--- config.mk ---
export PLATFORM = sky130hd
export DESIGN_NAME = gcl_ctrl
export DESIGN_NICKNAME = d
export VERILOG_FILES = /design/src/hw/rtl/gcl_pkg.sv /design/src/hw/rtl/gcl_ctrl.sv
export SDC_FILE = /design/constraint.sdc
export NUM_CORES = 1
export LEC_CHECK = 0
export BUFFER_PORTS_ARGS = -buffer_cell sky130_fd_sc_hd__buf_2
export CAP_MARGIN = 20
export CORE_MARGIN = 5
export CORE_UTILIZATION = 56
export CTS_CLUSTER_DIAMETER = 100
export DETAILED_ROUTE_END_ITERATION = 12
export GPL_TIMING_DRIVEN = 1
export MAX_ROUTING_LAYER = met4
export PLACE_DENSITY = 0.88
export SLEW_MARGIN = 10
export SYNTH_ARGS = -nofsm -noshare
export SYNTH_HDL_FRONTEND = slang
export SYNTH_SLANG_ARGS = --single-unit
export TNS_END_PERCENT = 30
--- constraint.sdc ---
create_clock -name i_clk -period 2.72 [get_ports i_clk]
set_clock_uncertainty 0.15 [all_clocks]
set_input_delay 0 -clock i_clk [delete_from_list [all_inputs] [get_ports i_clk]]
set_output_delay 0 -clock i_clk [all_outputs]
set_load 0.02 [all_outputs]
--- src/hw/rtl/gcl_pkg.sv ---
// ============================================================================
// gcl_pkg
// Shared constants, types and helpers for the GARCH covariate likelihood block.
// ============================================================================
package gcl_pkg;

    localparam int FRAC_BITS  = 16;
    localparam int NUM_COV    = 4;
    localparam int COV_IDX_W  = 2;
    localparam int NUM_REGS   = 8;
    localparam int CFG_IDX_W  = 3;
    localparam int DATA_W     = 32;
    localparam int WIDE_W     = 48;
    localparam int MUL_W      = 33;
    localparam int PROD_W     = 2 * MUL_W;
    localparam int CNT_W      = 6;

    // register map
    localparam logic [CFG_IDX_W-1:0] REG_OMEGA   = 3'd0;
    localparam logic [CFG_IDX_W-1:0] REG_ARCH    = 3'd1;
    localparam logic [CFG_IDX_W-1:0] REG_GARCH   = 3'd2;
    localparam logic [CFG_IDX_W-1:0] REG_WEIGHT0 = 3'd3;
    localparam logic [CFG_IDX_W-1:0] REG_INIT    = 3'd7;

    localparam logic signed [DATA_W-1:0] ONE_Q = DATA_W'(1 << FRAC_BITS);
    localparam logic signed [DATA_W-1:0] MAX32 = 32'sh7fff_ffff;
    localparam logic signed [DATA_W-1:0] MIN32 = 32'sh8000_0000;
    localparam logic signed [WIDE_W-1:0] MAX48 = 48'sh7fff_ffff_ffff;
    localparam logic signed [WIDE_W-1:0] MIN48 = 48'sh8000_0000_0000;

    // square root of (variance << FRAC_BITS), one result bit per cycle
    localparam int RAD_W      = 31 + FRAC_BITS;
    localparam int SQRT_STEPS = (RAD_W + 1) / 2;
    localparam int ROOT_W     = SQRT_STEPS;
    localparam int NUM_W      = 63;
    localparam int DEN_W      = 2 * ROOT_W + 2;
    localparam int QUO_W      = WIDE_W - 1;
    localparam int DIV_STEPS  = QUO_W;
    localparam int REM_W      = DEN_W + 1;
    localparam int LOG_STEPS  = FRAC_BITS;
    localparam int P_W        = 5;

    localparam logic signed [MUL_W-1:0] LN2_Q32 = 33'sd2977044472;
    localparam longint HALF_LN_2PI_Q32 = 64'd3946810947;
    localparam longint HALF_LN_2PI_Q =
        (HALF_LN_2PI_Q32 + (64'd1 << (31 - FRAC_BITS))) >> (32 - FRAC_BITS);
    localparam logic signed [WIDE_W-1:0] BAD_TOTAL_Q = WIDE_W'(64'd999999 << FRAC_BITS);

    typedef enum logic [4:0] {
        S_IDLE, S_OM_M, S_OM_W, S_WA_M, S_WA_W, S_CW_M, S_CW_W, S_START,
        S_LS_M, S_LS_W, S_AL_M, S_AL_W, S_SG_M, S_SG_W, S_BE_M, S_BE_W,
        S_CHECK, S_SQRT, S_XX_M, S_XX_W, S_SS_M, S_SS_W, S_LG_INIT,
        S_Y_M, S_Y_W, S_LN_M, S_LN_W, S_DV_INIT, S_DIV, S_TERM, S_COMMIT
    } t_state;

    typedef enum logic [4:0] {
        OP_NONE, OP_LOAD, OP_M_OM, OP_W_OM, OP_M_WA, OP_W_WA, OP_M_CW, OP_W_CW,
        OP_START, OP_M_LS, OP_W_LS, OP_M_AL, OP_W_AL, OP_M_SG, OP_W_SG,
        OP_M_BE, OP_W_BE, OP_CHECK, OP_SQ_STEP, OP_M_XX, OP_W_XX, OP_M_SS,
        OP_W_SS, OP_LG_INIT, OP_M_Y, OP_W_Y, OP_M_LN, OP_W_LN, OP_DV_INIT,
        OP_DV_STEP, OP_TERM, OP_COMMIT
    } t_op;

    typedef struct packed {
        t_op                  op;
        logic [COV_IDX_W-1:0] idx;
    } t_cmd;

    typedef struct packed {
        logic start;
        logic var_neg;
        logic div_sat;
        logic out_free;
    } t_status;

    // floor(p / 2^FRAC_BITS), saturated to signed 32 bits
    function automatic logic signed [DATA_W-1:0] qsat(input logic signed [PROD_W-1:0] p);
        logic signed [PROD_W-1:0] sh;
        sh = p >>> FRAC_BITS;
        if (sh > PROD_W'(MAX32)) begin
            return MAX32;
        end else if (sh < PROD_W'(MIN32)) begin
            return MIN32;
        end
        return sh[DATA_W-1:0];
    endfunction

endpackage

--- src/hw/rtl/gcl_ctrl.sv ---
// ============================================================================
// gcl_ctrl
// Sequencer: steps the shared datapath through one sample's computation.
// ============================================================================
module gcl_ctrl import gcl_pkg::*; (
    input  logic    i_clk,
    input  logic    i_rst_n,
    input  logic    i_valid,
    output logic    o_ready,
    input  t_status i_status,
    output t_cmd    o_cmd
);

    t_state           r_state, n_state;
    logic [CNT_W-1:0] r_cnt, n_cnt;

    // state and step counter
    always_ff @(posedge i_clk) begin
        if (!i_rst_n) begin
            r_state <= S_IDLE;
            r_cnt   <= '0;
        end else begin
            r_state <= n_state;
            r_cnt   <= n_cnt;
        end
    end

    // next state
    always_comb begin
        n_state = r_state;
        n_cnt   = '0;
        case (r_state)
            S_IDLE:    if (i_valid) n_state = S_OM_M;
            S_OM_M:    n_state = S_OM_W;
            S_OM_W:    n_state = S_WA_M;
            S_WA_M: begin
                n_state = S_WA_W;
                n_cnt   = r_cnt;
            end
            S_WA_W: begin
                n_state = S_CW_M;
                n_cnt   = r_cnt;
            end
            S_CW_M: begin
                n_state = S_CW_W;
                n_cnt   = r_cnt;
            end
            S_CW_W: begin
                if (r_cnt == CNT_W'(NUM_COV - 1)) begin
                    n_state = i_status.start ? S_START : S_LS_M;
                end else begin
                    n_state = S_WA_M;
                    n_cnt   = r_cnt + 1'b1;
                end
            end
            S_START:   n_state = S_COMMIT;
            S_LS_M:    n_state = S_LS_W;
            S_LS_W:    n_state = S_AL_M;
            S_AL_M:    n_state = S_AL_W;
            S_AL_W:    n_state = S_SG_M;
            S_SG_M:    n_state = S_SG_W;
            S_SG_W:    n_state = S_BE_M;
            S_BE_M:    n_state = S_BE_W;
            S_BE_W:    n_state = S_CHECK;
            S_CHECK:   n_state = i_status.var_neg ? S_COMMIT : S_SQRT;
            S_SQRT: begin
                if (r_cnt == CNT_W'(SQRT_STEPS - 1)) begin
                    n_state = S_XX_M;
                end else begin
                    n_cnt = r_cnt + 1'b1;
                end
            end
            S_XX_M:    n_state = S_XX_W;
            S_XX_W:    n_state = S_SS_M;
            S_SS_M:    n_state = S_SS_W;
            S_SS_W:    n_state = S_LG_INIT;
            S_LG_INIT: n_state = S_Y_M;
            S_Y_M: begin
                n_state = S_Y_W;
                n_cnt   = r_cnt;
            end
            S_Y_W: begin
                if (r_cnt == CNT_W'(LOG_STEPS - 1)) begin
                    n_state = S_LN_M;
                end else begin
                    n_state = S_Y_M;
                    n_cnt   = r_cnt + 1'b1;
                end
            end
            S_LN_M:    n_state = S_LN_W;
            S_LN_W:    n_state = S_DV_INIT;
            S_DV_INIT: n_state = i_status.div_sat ? S_TERM : S_DIV;
            S_DIV: begin
                if (r_cnt == CNT_W'(DIV_STEPS - 1)) begin
                    n_state = S_TERM;
                end else begin
                    n_cnt = r_cnt + 1'b1;
                end
            end
            S_TERM:    n_state = S_COMMIT;
            S_COMMIT:  if (i_status.out_free) n_state = S_IDLE;
            default:   n_state = S_IDLE;
        endcase
    end

    // command to datapath
    always_comb begin
        o_ready    = (r_state == S_IDLE);
        o_cmd.idx  = r_cnt[COV_IDX_W-1:0];
        o_cmd.op   = OP_NONE;
        case (r_state)
            S_IDLE:    o_cmd.op = i_valid ? OP_LOAD : OP_NONE;
            S_OM_M:    o_cmd.op = OP_M_OM;
            S_OM_W:    o_cmd.op = OP_W_OM;
            S_WA_M:    o_cmd.op = OP_M_WA;
            S_WA_W:    o_cmd.op = OP_W_WA;
            S_CW_M:    o_cmd.op = OP_M_CW;
            S_CW_W:    o_cmd.op = OP_W_CW;
            S_START:   o_cmd.op = OP_START;
            S_LS_M:    o_cmd.op = OP_M_LS;
            S_LS_W:    o_cmd.op = OP_W_LS;
            S_AL_M:    o_cmd.op = OP_M_AL;
            S_AL_W:    o_cmd.op = OP_W_AL;
            S_SG_M:    o_cmd.op = OP_M_SG;
            S_SG_W:    o_cmd.op = OP_W_SG;
            S_BE_M:    o_cmd.op = OP_M_BE;
            S_BE_W:    o_cmd.op = OP_W_BE;
            S_CHECK:   o_cmd.op = OP_CHECK;
            S_SQRT:    o_cmd.op = OP_SQ_STEP;
            S_XX_M:    o_cmd.op = OP_M_XX;
            S_XX_W:    o_cmd.op = OP_W_XX;
            S_SS_M:    o_cmd.op = OP_M_SS;
            S_SS_W:    o_cmd.op = OP_W_SS;
            S_LG_INIT: o_cmd.op = OP_LG_INIT;
            S_Y_M:     o_cmd.op = OP_M_Y;
            S_Y_W:     o_cmd.op = OP_W_Y;
            S_LN_M:    o_cmd.op = OP_M_LN;
            S_LN_W:    o_cmd.op = OP_W_LN;
            S_DV_INIT: o_cmd.op = OP_DV_INIT;
            S_DIV:     o_cmd.op = OP_DV_STEP;
            S_TERM:    o_cmd.op = OP_TERM;
            S_COMMIT:  o_cmd.op = i_status.out_free ? OP_COMMIT : OP_NONE;
            default:   o_cmd.op = OP_NONE;
        endcase
    end

endmodule

==> reports/results.ini <==
[run_status]
status=completed

[power]
internal-power_mw=0.444
total_switching_power_mw=0.435
power_frac_comb=0.539
p_leak_nw=0.439
sequentialPowerShare=0.334
switching_share=0.495
power.total_mw=0.878
pwr-share-clk=0.128
ir_drop_mv=0.645
cellPowerDensity_nw_per_um2=751

[final_layout]
stdcell_area_um2=1170
nets=163
layout-drive-gt1-share=0.196
areaGrowthSynthToFinish_pct=10.0
fill_cells=161
diodes=0
fin_util=0.663
fin_cells=178

[clock_tree]
clock_sinks=11
numCtsBuffers=3
clk-insertion-delay-late_ns=0.27
htreeDepth=1
cts_tree=yes
clkTransAtPathRegs_ns=0.07
clk_path_buf_depth=2
cts-root-buf=clkbuf_4
cts-resized-gates=0

[timing]
fmax_mhz=408
finalCritPeriodShare=0.902
drv_slew=0
rsz0062_at_grt=no
fin_setup_tns_ns=0
relSlewSlack=0.561
setup_viol_count_final=0
final.setup.worst_slack_ns=0.266
hold_viol_final=0
max_slew.worst_pin.slew_ns=0.658
whs_ns=0.108
fin_crit_ns=2.45

[die]
io_pins=15
initial_utilization=0.603
die_w_um=53.6
dieHeight_um=53.6
dieArea_um2=2870
rows=15
core_area_um2=1760

[synthesis]
syn_nets=152
synth_cell_types=53
synthFlopType=dfxtp_1
avgSynthCellArea_um2=7.44
synth-async-reset-ratio=0
syn-instance-count=143
synth_warnings=0
netlist_area_um2=1060
ys_top_cells_by_count=nor2_1, o21ai_0, dfxtp_1
yosys.area.top_type=dfxtp_1
synth-edff-count=0
yosysTopAreaCellShare=0.207
ys_seq_area_frac=0.207
synth_most_common_cell=nor2_1
yosys-top-cells-area=dfxtp_1, nor2_1, o21ai_0
ys_ff_latch=11

[setup_path]
criticalPathCategory=reg -> reg
critPathSlowestCell=o311ai_0
regToRegSetupSlack_ns=0.27
crit_chain=ha_1 -> or3b_4 -> o311ai_0 -> nand4_1 -> a22oi_1 -> nor2_1
endpoint_kind=flip-flop
startpoint_type=flip-flop
arrival_ns=2.46
required_ns=2.73
cp_slowest_stage_delay_ns=0.46
cp_max_fo=6

[place]
pre_cts_slack_ns=0.299
place_area_um2=1120
place_hpwl_um=1970
io_buffer_count=14
dp.cells=172
gp_congestion=0.914

[detailed_routing]
wire_per_inst_um=15.2
vias=1135
vias_per_cell=6.38
drt_iter0_markers=47
final_antenna_net_count=0
drt_first_pass_iters=4
drc=0
drt_wl_total_um=2700

[global_routing]
grt_antenna_before_repair=0
grt_pass1_wl_um=4810
grt_pass1_vias=1083
grt_max_degree=23
grt_overflow=0
gr-usage-all-layers=0.231

[worst_hold_path]
hold_class=in -> reg

[job]
cap_violations=0

## state kept, by name, summed over array words and instances (netlist names)
signal   cells
r_state      5
r_cnt        6
## layout by cell type, fill, tap and decap left out, drive strengths merged, types with 4 or more instances in the layout
master and n:
nand3 8, a31oi 4, nand2b 4, dfxtp 11, o21ai 12, nor3 4
buf 16, inv 7, a21oi 5, clkbuf 4, nand2 9, nor2 18
## path summary, 6_finish.rpt
kind	from	cells past startpoint	endpoint
hold reg to reg	r_cnt[0]$_SDFFE_PN0N_	1	r_cnt[0]$_SDFFE_PN0N_
setup / recovery	r_cnt[1]$_SDFFE_PN0N_	6	r_cnt[1]$_SDFFE_PN0N_
setup reg to reg	r_cnt[1]$_SDFFE_PN0N_	6	r_cnt[1]$_SDFFE_PN0N_
hold / removal	i_status[2]	4	r_state[3]$_SDFFE_PN0P_
## worst max-delay path, delay by kind of cell (launching register included)
kind | cells | cell delay, ns
flops | 1 | 0.42
fa+ha+maj | 1 | 0.24
simple gates | 3 | 0.81
compound gates | 2 | 0.72
## final cells by class
cell class | count | area (µm²) | share of cell area
Timing Repair Buffer | 18 | 105 | 0.0898
Multi-Input combinational cell | 113 | 761 | 0.650
Clock buffer | 4 | 26.3 | 0.0225
Sequential cell | 11 | 220 | 0.188
Inverter | 7 | 26.3 | 0.0225
Tap cell | 25 | 31.3 | 0.0267
## kinds of logic (layout without fill, tap and decap cells)
| family | after synthesis | after routing | synth area share |
|---|---|---|---|
| simple gates | 62 | 62 | 0.334 |
| flops | 11 | 11 | 0.207 |
| xor+xnor | 2 | 2 | 0.0165 |
| compound gates | 47 | 47 | 0.341 |
| buf+inv | 19 | 29 | 0.0776 |
| fa+ha+maj | 2 | 2 | 0.0235 |
## power by group through the flow
stage | Clock, mW | Combinational, mW | Sequential (mW)
global placement | 0 | 0.458 | 0.287
global route | 0.123 | 0.523 | 0.309
floorplan | 0 | 0.441 | 0.202
detailed placement | 0 | 0.467 | 0.294
finish | 0.112 | 0.473 | 0.293
CTS | 0.116 | 0.472 | 0.289
## metal layers
layer | up-vias | part of all wire | global-route usage
met5 | - | 0 | -
met4 | 0 | 0.015 | 0.0681
met3 | 6 | 0.076 | 0.0443
met2 | 53 | 0.48 | 0.380
met1 | 514 | 0.43 | 0.287
li1 | 562 | - | -
## what timing repair did
item                      4_1_cts  5_1_grt
setup buffers                   0        0
hold endpoints to repair       10        0
hold buffers                    2        0
Power figures use the tool's default switching activity.
